### src/sorted_priority_queue_macros.svh
// assertion macros for the sorted priority queue
// used by the top level; needs nothing else
`ifndef SORTED_PRIORITY_QUEUE_MACROS_SVH
`define SORTED_PRIORITY_QUEUE_MACROS_SVH

// same-cycle implication
`define SPQ_ASSERT_IMPL(label, clk, rst, ante, cons) \
   label: assert property (@(posedge clk) disable iff (rst) (ante) |-> (cons)) \
      else $error("sorted priority queue check failed");

// next-cycle implication
`define SPQ_ASSERT_NEXT(label, clk, rst, ante, cons) \
   label: assert property (@(posedge clk) disable iff (rst) (ante) |=> (cons)) \
      else $error("sorted priority queue check failed");

`endif

### src/spq_pkg.sv
// shared constants for the sorted priority queue
// no dependencies
package spq_pkg;

   localparam int QUEUE_DEPTH_DEFAULT   = 16;
   localparam int PRIORITY_BITS_DEFAULT = 8;
   localparam int VALUE_BITS_DEFAULT    = 32;

   localparam logic MODE_ENQUEUE = 1'b0;
   localparam logic MODE_DEQUEUE = 1'b1;

   localparam logic [1:0] STATUS_DONE  = 2'd0;
   localparam logic [1:0] STATUS_FULL  = 2'd1;
   localparam logic [1:0] STATUS_EMPTY = 2'd2;

endpackage

### src/spq_ram.sv
// generic simple dual-port ram, one write port and one registered read port
// no dependencies
module spq_ram #(
   parameter int WIDTH = 8,
   parameter int DEPTH = 16
) (
   input  logic                     clock,
   input  logic                     wr_en,
   input  logic [$clog2(DEPTH)-1:0] wr_addr,
   input  logic [WIDTH-1:0]         wr_data,
   input  logic                     rd_en,
   input  logic [$clog2(DEPTH)-1:0] rd_addr,
   output logic [WIDTH-1:0]         rd_data
);

   logic [WIDTH-1:0] mem [DEPTH];

   always_ff @(posedge clock) begin
      if (wr_en) begin
         mem[wr_addr] <= wr_data;
      end
      if (rd_en) begin
         rd_data <= mem[rd_addr];
      end
   end

endmodule

### src/sorted_priority_queue.sv
// sorted priority queue: circular buffer in one ram, insertion by backward scan
// path: dequeue IDLE-DEQ-FIN, enqueue IDLE-CMP scan-(PUT)-FIN, refused or into empty IDLE-FIN
// throughput: one item at a time; enqueue cost grows with the entries it passes,
// one ram read and one write per cycle of the scan
// reset: synchronous, empties the queue at once, no clearing pass
// depends on spq_pkg, spq_ram and sorted_priority_queue_macros.svh
`include "sorted_priority_queue_macros.svh"

module sorted_priority_queue #(
   parameter int QUEUE_DEPTH   = spq_pkg::QUEUE_DEPTH_DEFAULT,
   parameter int PRIORITY_BITS = spq_pkg::PRIORITY_BITS_DEFAULT,
   parameter int VALUE_BITS    = spq_pkg::VALUE_BITS_DEFAULT
) (
   input  logic                             clock,
   input  logic                             reset,
   input  logic                             req_valid,
   output logic                             req_ready,
   input  logic                             req_mode,
   input  logic [PRIORITY_BITS-1:0]         req_item_priority,
   input  logic [VALUE_BITS-1:0]            req_item_value,
   output logic                             rsp_valid,
   input  logic                             rsp_ready,
   output logic [VALUE_BITS-1:0]            rsp_out_value,
   output logic [PRIORITY_BITS-1:0]         rsp_out_priority,
   output logic [1:0]                       rsp_status,
   output logic [$clog2(QUEUE_DEPTH+1)-1:0] rsp_entry_count
);

   localparam int IW = $clog2(QUEUE_DEPTH);
   localparam int CW = $clog2(QUEUE_DEPTH + 1);
   localparam int SW = CW + 1;
   localparam int WW = PRIORITY_BITS + VALUE_BITS;

   localparam logic [2:0] ST_IDLE = 3'd0;
   localparam logic [2:0] ST_DEQ  = 3'd1;
   localparam logic [2:0] ST_CMP  = 3'd2;
   localparam logic [2:0] ST_PUT  = 3'd3;
   localparam logic [2:0] ST_FIN  = 3'd4;

   logic [2:0]               state_ff, state_in;
   logic [IW-1:0]            head_ff, head_in;
   logic [CW-1:0]            count_ff, count_in;
   logic [IW-1:0]            ptr_ff, ptr_in;
   logic [IW-1:0]            wr_ptr_ff, wr_ptr_in;
   logic [CW-1:0]            left_ff, left_in;
   logic [WW-1:0]            item_ff, item_in;
   logic [VALUE_BITS-1:0]    pend_value_ff, pend_value_in;
   logic [PRIORITY_BITS-1:0] pend_prio_ff, pend_prio_in;
   logic [1:0]               pend_status_ff, pend_status_in;
   logic                     rsp_valid_ff, rsp_valid_in;
   logic [VALUE_BITS-1:0]    rsp_value_ff, rsp_value_in;
   logic [PRIORITY_BITS-1:0] rsp_prio_ff, rsp_prio_in;
   logic [1:0]               rsp_status_ff, rsp_status_in;
   logic [CW-1:0]            rsp_count_ff, rsp_count_in;

   logic                     ram_wr_en, ram_rd_en;
   logic [IW-1:0]            ram_wr_addr, ram_rd_addr;
   logic [WW-1:0]            ram_wr_data, ram_rd_data;

   logic [SW-1:0]            tail_sum;
   logic [IW-1:0]            tail, last;
   logic [IW-1:0]            ptr_dec;
   logic                     req_fire, slot_free;

   spq_ram #(
      .WIDTH(WW),
      .DEPTH(QUEUE_DEPTH)
   ) u_ram (
      .clock  (clock),
      .wr_en  (ram_wr_en),
      .wr_addr(ram_wr_addr),
      .wr_data(ram_wr_data),
      .rd_en  (ram_rd_en),
      .rd_addr(ram_rd_addr),
      .rd_data(ram_rd_data)
   );

   assign req_ready = (state_ff == ST_IDLE);
   assign req_fire  = req_valid && req_ready;
   assign slot_free = !rsp_valid_ff || rsp_ready;

   always_comb begin
      tail_sum = SW'(head_ff) + SW'(count_ff);
      if (tail_sum >= SW'(QUEUE_DEPTH)) begin
         tail_sum = tail_sum - SW'(QUEUE_DEPTH);
      end
      tail    = tail_sum[IW-1:0];
      last    = (tail == '0) ? IW'(QUEUE_DEPTH - 1) : tail - 1'b1;
      ptr_dec = (ptr_ff == '0) ? IW'(QUEUE_DEPTH - 1) : ptr_ff - 1'b1;
   end

   always_comb begin
      state_in       = state_ff;
      head_in        = head_ff;
      count_in       = count_ff;
      ptr_in         = ptr_ff;
      wr_ptr_in      = wr_ptr_ff;
      left_in        = left_ff;
      item_in        = item_ff;
      pend_value_in  = pend_value_ff;
      pend_prio_in   = pend_prio_ff;
      pend_status_in = pend_status_ff;
      rsp_valid_in   = rsp_valid_ff && !rsp_ready;
      rsp_value_in   = rsp_value_ff;
      rsp_prio_in    = rsp_prio_ff;
      rsp_status_in  = rsp_status_ff;
      rsp_count_in   = rsp_count_ff;
      ram_wr_en      = 1'b0;
      ram_wr_addr    = wr_ptr_ff;
      ram_wr_data    = item_ff;
      ram_rd_en      = 1'b0;
      ram_rd_addr    = ptr_dec;

      unique case (state_ff)
         ST_IDLE: begin
            if (req_fire) begin
               item_in        = {req_item_priority, req_item_value};
               pend_value_in  = '0;
               pend_prio_in   = '0;
               pend_status_in = spq_pkg::STATUS_DONE;
               state_in       = ST_FIN;
               if (req_mode == spq_pkg::MODE_DEQUEUE) begin
                  if (count_ff == '0) begin
                     pend_status_in = spq_pkg::STATUS_EMPTY;
                  end else begin
                     ram_rd_en   = 1'b1;
                     ram_rd_addr = head_ff;
                     head_in     = (head_ff == IW'(QUEUE_DEPTH - 1)) ? '0 : head_ff + 1'b1;
                     count_in    = count_ff - 1'b1;
                     state_in    = ST_DEQ;
                  end
               end else if (count_ff == CW'(QUEUE_DEPTH)) begin
                  pend_status_in = spq_pkg::STATUS_FULL;
               end else if (count_ff == '0) begin
                  ram_wr_en   = 1'b1;
                  ram_wr_addr = tail;
                  ram_wr_data = {req_item_priority, req_item_value};
                  count_in    = count_ff + 1'b1;
               end else begin
                  ram_rd_en   = 1'b1;
                  ram_rd_addr = last;
                  ptr_in      = last;
                  wr_ptr_in   = tail;
                  left_in     = count_ff;
                  count_in    = count_ff + 1'b1;
                  state_in    = ST_CMP;
               end
            end
         end
         ST_DEQ: begin
            pend_prio_in  = ram_rd_data[VALUE_BITS +: PRIORITY_BITS];
            pend_value_in = ram_rd_data[VALUE_BITS-1:0];
            state_in      = ST_FIN;
         end
         ST_CMP: begin
            ram_wr_en = 1'b1;
            if (ram_rd_data[VALUE_BITS +: PRIORITY_BITS] <
                item_ff[VALUE_BITS +: PRIORITY_BITS]) begin
               ram_wr_data = ram_rd_data;
               wr_ptr_in   = ptr_ff;
               if (left_ff == CW'(1)) begin
                  state_in = ST_PUT;
               end else begin
                  ram_rd_en = 1'b1;
                  ptr_in    = ptr_dec;
                  left_in   = left_ff - 1'b1;
               end
            end else begin
               state_in = ST_FIN;
            end
         end
         ST_PUT: begin
            ram_wr_en = 1'b1;
            state_in  = ST_FIN;
         end
         ST_FIN: begin
            if (slot_free) begin
               rsp_valid_in  = 1'b1;
               rsp_value_in  = pend_value_ff;
               rsp_prio_in   = pend_prio_ff;
               rsp_status_in = pend_status_ff;
               rsp_count_in  = count_ff;
               state_in      = ST_IDLE;
            end
         end
         default: begin
            state_in = ST_IDLE;
         end
      endcase
   end

   always_ff @(posedge clock) begin
      if (reset) begin
         state_ff     <= ST_IDLE;
         head_ff      <= '0;
         count_ff     <= '0;
         rsp_valid_ff <= 1'b0;
      end else begin
         state_ff     <= state_in;
         head_ff      <= head_in;
         count_ff     <= count_in;
         rsp_valid_ff <= rsp_valid_in;
      end
   end

   always_ff @(posedge clock) begin
      ptr_ff         <= ptr_in;
      wr_ptr_ff      <= wr_ptr_in;
      left_ff        <= left_in;
      item_ff        <= item_in;
      pend_value_ff  <= pend_value_in;
      pend_prio_ff   <= pend_prio_in;
      pend_status_ff <= pend_status_in;
      rsp_value_ff   <= rsp_value_in;
      rsp_prio_ff    <= rsp_prio_in;
      rsp_status_ff  <= rsp_status_in;
      rsp_count_ff   <= rsp_count_in;
   end

   assign rsp_valid        = rsp_valid_ff;
   assign rsp_out_value    = rsp_value_ff;
   assign rsp_out_priority = rsp_prio_ff;
   assign rsp_status       = rsp_status_ff;
   assign rsp_entry_count  = rsp_count_ff;

   `SPQ_ASSERT_NEXT(a_busy_after_transfer, clock, reset, req_fire, !req_ready)
   `SPQ_ASSERT_IMPL(a_count_bounded, clock, reset, 1'b1, count_ff <= CW'(QUEUE_DEPTH))
   `SPQ_ASSERT_IMPL(a_scan_has_entries, clock, reset, state_ff == ST_CMP, left_ff != '0)
   `SPQ_ASSERT_IMPL(a_full_count, clock, reset,
      rsp_valid_ff && rsp_status_ff == spq_pkg::STATUS_FULL,
      rsp_count_ff == CW'(QUEUE_DEPTH))
   `SPQ_ASSERT_IMPL(a_empty_count, clock, reset,
      rsp_valid_ff && rsp_status_ff == spq_pkg::STATUS_EMPTY, rsp_count_ff == '0)

endmodule
### config.mk
export PLATFORM = sky130hd
export DESIGN_NAME = sorted_priority_queue
export DESIGN_NICKNAME = d
export VERILOG_FILES = /design/src/spq_pkg.sv /design/src/spq_ram.sv /design/src/sorted_priority_queue.sv
export VERILOG_INCLUDE_DIRS = /design/src /design/src/src
export SDC_FILE = /design/constraint.sdc
export NUM_CORES = 1
export LEC_CHECK = 0
export BUFFER_PORTS_ARGS = -buffer_cell sky130_fd_sc_hd__clkbuf_2
export CAP_MARGIN = 20
export CORE_AREA = 2 2 242 244
export DETAILED_ROUTE_END_ITERATION = 7
export DIE_AREA = 0 0 244 246
export PLACE_DENSITY = 0.82
export REMOVE_ABC_BUFFERS = 1
export SYNTH_ARGS = -nofsm -noshare
export SYNTH_HDL_FRONTEND = slang
export SYNTH_SLANG_ARGS = --single-unit
### constraint.sdc
create_clock -name clock -period 15.32 [get_ports clock]
set_clock_uncertainty 0.15 [all_clocks]
set_input_delay 3.83 -clock clock [delete_from_list [all_inputs] [get_ports clock]]
set_output_delay 3.83 -clock clock [all_outputs]
set_load 0.01 [all_outputs]
==> results.toml <==
[routing]
vias_per_cell = 6.52
wl_per_cell_um = 26.9
remaining_drc_errors = 0
vias = 19800
dr.pass1.iters = 5
drt_iter0_markers = 2545
ant_nets = 0
wl_mm = 81.7

[clock_network]
clock_path_buffers = 3
postCtsSetupRepairBufs = 0
numCtsBuffers = 80
cts_num_sinks = 835
cts_tree = "done"
clk_latency_ns = 0.63
h-tree-depth = 3
cts_hold_buf = 0
cts_resized = 0
cts_root_buf = "clkbuf_16"
cts.reportedPaths.clkPinSlew_ns = 0.06

[run_status]
status = "finished clean"

[sta]
max_freq_mhz = 121
worst_slew_pin_slew_ns = 1.32
hold_viol_final = 0
setup_viol = 0
finalCritPeriodShare = 0.537
setup_ws_ns = 7.09
relSlewSlack = 0.123
finalMaxSlewViolations = 0
rsz0062_at_grt = "false"
fin_crit_ns = 8.23

[die]
coreArea_um2 = 57400
ios = 94
rows = 88
dieHeight_um = 246
initial_core_util = 0.594
die_x_um = 244
die_area_um2 = 60000

[power_and_ir_drop]
power_density_nw_per_um2 = 243
netSwitchingPower_mw = 3.42
swShare = 0.370
vdd_drop_max_uv = 335
pwr-share-seq = 0.379
power_frac_comb = 0.410
p_clk_frac = 0.211
leakage_nw = 13.3
p_int_mw = 5.81

[synthesis]
synth_ff_type = "edfxtp_1"
synth_top_cell_area_share = 0.724
ys_seq_area_frac = 0.732
synth_area_um2 = 34100
syn_inst = 2115
synth-edff-count = 822
synthArstFlopShare = 0
syn_area_per_cell_um2 = 16.1
yosysWarnings = 0
synth_seq_cells = 835
ys_types = 58
synth_largest_area_cell = "edfxtp_1"
yosys-top-cells-area = "edfxtp_1 72%, mux2i_1 7.1%, mux2_2 2.6%, o22ai_1 2.3%, a21oi_1 2.1%"

[cells_and_area]
area_growth_pct = 11.4
nNetsFinal = 2275
finish.utilization = 0.662
layout-drive-gt1-share = 0.175
n_antenna_cell = 0

[setup_path]
worstPathRequired_ns = 15.53
worstPathArrival_ns = 8.44
end_kind = "flop"
path_max_fanout = 187
path_class = "in -> reg"
reg2reg_slack_ns = 9.70
start_kind = "input pin"
r2r-end = "u_ram.rd_data[18]"
crit-reg2reg-launch = "state_ff[1]"
reg2reg_depth = 12

[global_routing]
grt_max_degree = 188
antenna_found_initial = 0
grt_pass1_wl_mm = 120
grt_pass1_vias = 19300
gr-total-overflow = 0
grt_usage = 0.270

[worst_hold_path]
hold_end = "rsp_out_value[25]"
min_path_type = "reg -> reg"
min_from = "pend_value_ff[25]"
whs_path_depth = 0

[placement]
numPortBuffers = 93
hpwl_mm = 39.3
gp_congestion = 0.877
place_ws_ns = 6.58

[run]
cap_violations = 0
metal layers:
layer	vias to the layer above	share of wire	global-route usage
li1	8495	-	-
met1	9840	0.39	0.370
met2	1275	0.47	0.427
met3	217	0.11	0.0532
met4	2	0.039	0.114
met5	-	0.00034	0
power groups by stage:
stage / Sequential, mW / Combinational (mW) / Clock [mW]
floorplan: 3.51 / 3.25 / 0
global placement: 3.52 / 3.48 / 0
detailed placement: 3.53 / 3.64 / 0
CTS: 3.49 / 3.68 / 1.97
global route: 3.51 / 4.01 / 2.05
finish: 3.49 / 3.78 / 1.95
cell type report:
class | count | area [µm²]
Fill cell | 3697 | 19400
Sequential cell | 835 | 24900
Timing Repair Buffer | 144 | 861
Clock buffer | 105 | 2220
Inverter | 21 | 80.1
Clock inverter | 42 | 364
Tap cell | 765 | 957
Multi-Input combinational cell | 1127 | 8530
cells in the mapped netlist (all sizes together), types with 2 or more instances:
cell / instances
a221o: 40
a21o: 7
buf: 55
xnor2: 5
nand2: 26
or2: 5
nor3: 5
o22ai: 123
a21oi: 148
nand2b: 6
inv: 19
mux2: 80
edfxtp: 822
nor3b: 3
o21ai: 18
xor2: 7
nor2: 146
a211oi: 82
a32oi: 2
and3: 43
fa: 2
or3: 5
ha: 19
o211ai: 2
o31ai: 4
nor4: 2
o21a: 2
nand3: 5
mux2i: 241
a31oi: 5
nor2b: 83
clkbuf: 77
dfxtp: 13
clkinv: 2
sequential cells by signal (all words and copies together) (netlist names):
register          count
count_ff              5
u_ram.rd_data        40
rsp_entry_count       5
wr_ptr_ff             4
rsp_status            2
pend_value_ff        32
item_ff              40
rsp_out_value        32
pend_status_ff        2
rsp_out_priority      8
ptr_ff                4
rsp_valid             1
left_ff               5
pend_prio_ff          8
state_ff              3
u_ram.mem           640
head_ff               4
through the flow:
step	total power, mW	cell area, µm²	setup TNS [ns]	hold slack (ns)	std cells
after floorplan	6.76	33400	-125.32	0.250	1983
after global placement	7.00	35300	0	0.252	2880
after detailed placement	7.17	35300	0	0.255	2880
after CTS	9.14	37900	0	0.267	3027
after global routing	9.58	38000	0	0.275	3039
final	9.22	38000	0	0.265	3039
placed cells by master, fill, tap and decap left out, types with 21 or more instances in the layout:
| cell | instances |
|---|---|
| mux2i_1 | 241 |
| a221o_1 | 40 |
| clkbuf_16 | 86 |
| nor2b_1 | 82 |
| mux2_2 | 80 |
| a211oi_2 | 21 |
| a211oi_1 | 61 |
| and3_1 | 43 |
| nand2_1 | 24 |
| a21oi_1 | 146 |
| buf_4 | 50 |
| o22ai_1 | 123 |
| clkbuf_2 | 93 |
| edfxtp_1 | 822 |
| nor2_1 | 127 |
cell families after synthesis:
kind of cell    after synthesis  share of synthesized area
flops                       835                      0.732
buf+inv                     153                     0.0237
fa+ha+maj                    21                    0.00815
compound gates              438                     0.0866
mux                         321                     0.0972
xor+xnor                     12                    0.00308
simple gates                335                     0.0495
critical path: stages:
cell and delay, ns:
clkbuf_2 0.10, or4b_1 0.38, clkinv_2 0.08, buf_4 0.40, o211ai_2 0.27, o22ai_1 0.17, nor3b_4 0.26, buf_12 0.70
buf_4 1.00, mux2i_1 0.31, mux2_2 0.19, o22ai_1 0.09, a221o_1 0.32
how the worst max path moves through the flow:
stage / from / endpoint / slack [ns] / cells after the start
floorplan: req_valid / u_ram.rd_data[0] / -3.13 / 8
global placement: req_valid / u_ram.rd_data[8] / 6.80 / 13
detailed placement: req_valid / u_ram.rd_data[18] / 6.58 / 13
CTS: req_valid / u_ram.rd_data[18] / 7.23 / 13
global route: req_valid / u_ram.rd_data[6] / 6.86 / 13
finish: req_valid / u_ram.rd_data[18] / 7.09 / 13
Power figures use the tool's default switching activity.
